==> src/rtl/sqvg_pkg.sv <==
// Shared constants and the front-to-back quad descriptor for the sprite quad generator.
package sqvg_pkg;

    localparam int DEFAULT_SINE_TABLE_DEPTH = 1024;

    // Angle: two quadrant bits above ANGLE_FRAC_BITS bits of position in the quadrant.
    localparam int ANGLE_FRAC_BITS = 14;

    localparam logic [63:0]        HALF_PI_Q30 = 64'd1686629713;
    localparam logic signed [64:0] Q30_ONE     = 65'sd1073741824;

    // Taylor divisors (2n)(2n+1) for n = 1..8.
    localparam logic [63:0] TAYLOR_DIV [8] = '{
        64'd6, 64'd20, 64'd42, 64'd72, 64'd110, 64'd156, 64'd210, 64'd272
    };

    localparam logic [1:0] QUAD_0 = 2'd0;
    localparam logic [1:0] QUAD_1 = 2'd1;
    localparam logic [1:0] QUAD_2 = 2'd2;
    localparam logic [1:0] QUAD_3 = 2'd3;

    localparam logic [1:0] CORNER_TL = 2'd0;
    localparam logic [1:0] CORNER_TR = 2'd1;
    localparam logic [1:0] CORNER_BR = 2'd2;
    localparam logic [1:0] CORNER_BL = 2'd3;

    // One sprite, reduced to the four rotation products and the shifted anchor.
    typedef struct packed {
        logic signed [63:0] wc;
        logic signed [63:0] hs;
        logic signed [63:0] ws;
        logic signed [63:0] hc;
        logic signed [33:0] base_x;
        logic signed [33:0] base_y;
        logic [16:0]        u_left;
        logic [16:0]        v_top;
        logic [16:0]        u_right;
        logic [16:0]        v_bottom;
        logic [31:0]        tint;
        logic               region_rotated;
    } sqvg_quad_t;

endpackage

==> src/rtl/sqvg_queue.sv <==
// Two-entry queue of sprite descriptors between front and back.
module sqvg_queue (
    input  logic                 aclk,
    input  logic                 aresetn,
    input  logic                 push_valid,
    output logic                 push_ready,
    input  sqvg_pkg::sqvg_quad_t push_data,
    output logic                 pop_valid,
    input  logic                 pop_ready,
    output sqvg_pkg::sqvg_quad_t pop_data
);
    import sqvg_pkg::*;

    localparam int DEPTH = 2;
    localparam int PTR_W = $clog2(DEPTH);

    sqvg_quad_t       entries_reg [DEPTH];
    logic [PTR_W-1:0] wr_ptr_reg, rd_ptr_reg;
    logic [PTR_W:0]   count_reg, count_next;
    logic             do_push, do_pop;

    assign push_ready = (count_reg != (PTR_W + 1)'(DEPTH));
    assign pop_valid  = (count_reg != '0);
    assign pop_data   = entries_reg[rd_ptr_reg];
    assign do_push    = push_valid && push_ready;
    assign do_pop     = pop_valid && pop_ready;

    always_comb begin
        count_next = count_reg;
        if (do_push && !do_pop) begin
            count_next = count_reg + 1'b1;
        end else if (do_pop && !do_push) begin
            count_next = count_reg - 1'b1;
        end
    end

    always_ff @(posedge aclk) begin
        if (!aresetn) begin
            wr_ptr_reg <= '0;
            rd_ptr_reg <= '0;
            count_reg  <= '0;
        end else begin
            count_reg <= count_next;
            if (do_push) begin
                wr_ptr_reg <= wr_ptr_reg + 1'b1;
            end
            if (do_pop) begin
                rd_ptr_reg <= rd_ptr_reg + 1'b1;
            end
        end
    end

    always_ff @(posedge aclk) begin
        if (do_push) begin
            entries_reg[wr_ptr_reg] <= push_data;
        end
    end

endmodule

==> config.mk <==
export PLATFORM = sky130hd
export DESIGN_NAME = sqvg_queue
export DESIGN_NICKNAME = d
export VERILOG_FILES = /design/src/rtl/sqvg_pkg.sv /design/src/rtl/sqvg_queue.sv
export SDC_FILE = /design/constraint.sdc
export NUM_CORES = 1
export LEC_CHECK = 0
export BUFFER_PORTS_ARGS = -buffer_cell sky130_fd_sc_hd__buf_2
export CAP_MARGIN = 10
export CORE_AREA = 8 8 329 331
export DETAILED_ROUTE_END_ITERATION = 8
export DIE_AREA = 0 0 337 339
export PLACE_DENSITY = 0.62
export SYNTH_ARGS = -nofsm -noshare
export SYNTH_HDL_FRONTEND = slang
export SYNTH_SLANG_ARGS = --single-unit
==> constraint.sdc <==
create_clock -name aclk -period 37.2 [get_ports aclk]
set_input_delay 3.72 -clock aclk [delete_from_list [all_inputs] [get_ports aclk]]
set_output_delay 3.72 -clock aclk [all_outputs]
set_load 0.02 [all_outputs]
==> results.cfg <==
[cts]
cts_sinks = 855
hold_buffers = 0
clk_pin_slew_ps = 60
cts_max_level = 3
postCtsSetupBuffers = 0
clk_path_buf_depth = 3
clk_latency_ps = 640
root_buffer = clkbuf_16
cts_buffers = 88
ctsResizeCount = 0
tritoncts = built

[routing]
wl_per_cell_microns = 21.2
routed_wl_microns = 78900
drtAntennaViolNets = 0
drt_first_pass_iters = 5
viasPerCell = 4.33
vias = 16100
drt_iter0_drc = 843
drc = 0

[worst_hold_path]
hold_depth = 2
hold_path.class = flop to flop

[floorplan]
core_sq_um = 103000
rows = 118
fp.dieH_microns = 339
dieArea_sq_um = 114000
die_w_microns = 337
io_pins = 856
start_util = 0.308

[outcome]
outcome = finished, final reports clean

[setup_path]
endpoint_kind = output port
critical-path-max-stage-delay_ps = 1040
critical_path_class = flop to output port
cp_slowest_cell = dfxtp_4
r2r_end = entries_reg[1][341]
cp_common_cell = buf_4
crit_chain = buf_4 -> buf_4 -> buf_4 -> mux2_4 -> buf_2
start_kind = flop
r2r_setup_slack_ps = 32770
endpoint = pop_data[316]
reg2regPathDepth = 5
timing.rr.start = count_reg[0]
critical_path_arrival_ps = 5050
worstPathRequired_ps = 33480
cp_max_fo = 76

[logic_synthesis]
post-synth-top-area-cell = edfxtp_1
async_flop_share = 0
synth_area_sq_um = 31700
yosys-top-cells-area = edfxtp_1 (80%), mux2_4 (9.5%), mux2_2 (6.2%), mux2_1 (1.8%), buf_6 (0.99%)
ys_ff_latch = 855
syn_inst = 1346
yosysTopAreaCellShare = 0.804
synth-main-ff-cell = edfxtp_1
synth_area_per_cell_sq_um = 23.6
yosysWarnings = 0
ys_types = 22
yosysSeqAreaShare = 0.807
synth_nets = 1776
synth_edf_count = 850

[placed_design]
place_ws_ps = 29050
io_buffer_count = 855
place_hpwl_microns = 58100
place_congestion = 0.847

[cells_and_area]
drive_gt1_frac = 0.588
largest_reg_flops = 850
utilization = 0.392
n_fill_cell = 9370
syn_to_final_growth_pct = 27.0
nets = 2688
seqCellArea_sq_um = 25600
multiInputGateArea_sq_um = 5670

[sta]
setup_tns_ps = 0
fin_crit_sh = 0.236
setup_ws_ps = 28430
skew_ps = 17.9
hold_viol = 0
slew_headroom = 0.240
layout_min_cycle_time_ps = 8770
max_freq_mhz = 114
drv_slew = 0
tightestPinTransition_ps = 1140
setup_viol = 0
rsz0062_at_grt = no

[grt]
antenna_found_initial = 36
grt_first_pass_wirelength_microns = 112000
overflow = 0
track_usage = 0.130
grt_max_degree = 157
first_global_vias = 17600

[power_and_ir_drop]
p_per_area_nw_per_um2 = 71.3
finalPower_mw = 2.87
p_leak_nw = 15.1
ir_worst_vdd_mv = 0.0579

[job]
drv_cap = 0
[per-stage QoR]
stage	std cells	area, sq um	hold WS [ps]
after floorplan	1346	31700	486
final	3730	40300	570
after detailed placement	3548	37400	575
after CTS	3710	40200	586
after global placement	3548	37400	498
after global routing	3722	40300	604
[cells in the mapped netlist (2+ instances only)]
cell	count
mux2_2	175
buf_2	8
dfxtp_1	5
buf_4	11
and2_1	4
mux2_4	200
mux2_1	50
xnor2_1	2
edfxtp_1	850
buf_6	28
a21boi_0	2
[cell type report]
class,instances,share of cell area
Multi-Input combinational cell,443,0.141
Timing Repair Buffer,869,0.109
Sequential cell,855,0.636
Tap cell,1380,0.0429
Clock inverter,59,0.0133
Antenna cell,20,0.00124
Clock buffer,103,0.0561
Inverter,1,0.000279
[worst min path at each step]
stage	from	end	slack (ps)
detailed placement	count_reg[1]	count_reg[1]	570
global route	rd_ptr_reg	flop	600
CTS	count_reg[1]	count_reg[1]	590
finish	count_reg[1]	count_reg[1]	570
floorplan	count_reg[1]	count_reg[1]	490
global placement	count_reg[1]	count_reg[1]	500
[layer usage]
metal	global-route usage	vias up	part of all wire
met5	0	-	0.0019
met3	0.0584	166	0.10
li1	-	7261	-
met4	0.0541	24	0.034
met1	0.133	8017	0.35
met2	0.229	679	0.51
[power by group]
group | switching, mW | internal [mW]
clock network | 0.356 | 0.487
logic | 0.474 | 0.314
registers | 0.0384 | 1.21
total | 0.868 | 2.01
[critical path, delay by kind of cell (launching register included)]
| kind | cells | cell delay (ps) |
|---|---|---|
| DFF | 1 | 1040 |
| muxes | 1 | 370 |
| buffers and inverters | 4 | 2770 |
[placed cells by master, fill, tap and decap left out]
cell type     n
nand2b_1      1
bufinv_16     7
buf_4        12
o21ai_0       1
a21bo_2       1
o21ai_1       1
buf_2       855
mux2_4      200
clkinvlp_4    7
diode_2      20
and2_1        4
or2_2         1
mux2_1       50
xnor2_1       2
and3_4        1
inv_6         2
clkinv_8      1
dfxtp_1       4
clkinv_4      2
inv_8         2
buf_12        2
clkinv_2     11
a21boi_0      2
nand3b_1      1
dfxtp_4       1
inv_16        3
edfxtp_1    850
clkbuf_1     15
xor2_1        1
mux2_2      175
clkbuf_16    88
ha_1          1
clkinv_1     25
or3_1         1
[logic make-up (layout without fill, tap and decap cells)]
| kind of cell | after synthesis | after routing | synth area share |
|---|---|---|---|
| AOI/OAI and AO/OA | 5 | 5 | 0.00110 |
| xor gates and xnor gates | 3 | 3 | 0.000828 |
| adders and majority gates | 1 | 1 | 0.000394 |
| buffers and inverters | 48 | 1032 | 0.0139 |
| DFF | 855 | 855 | 0.807 |
| muxes | 425 | 425 | 0.174 |
| other | 0 | 20 | 0 |
| and+or+nand+nor | 9 | 9 | 0.00181 |
No activity file was read; power rests on OpenSTA's default activity.
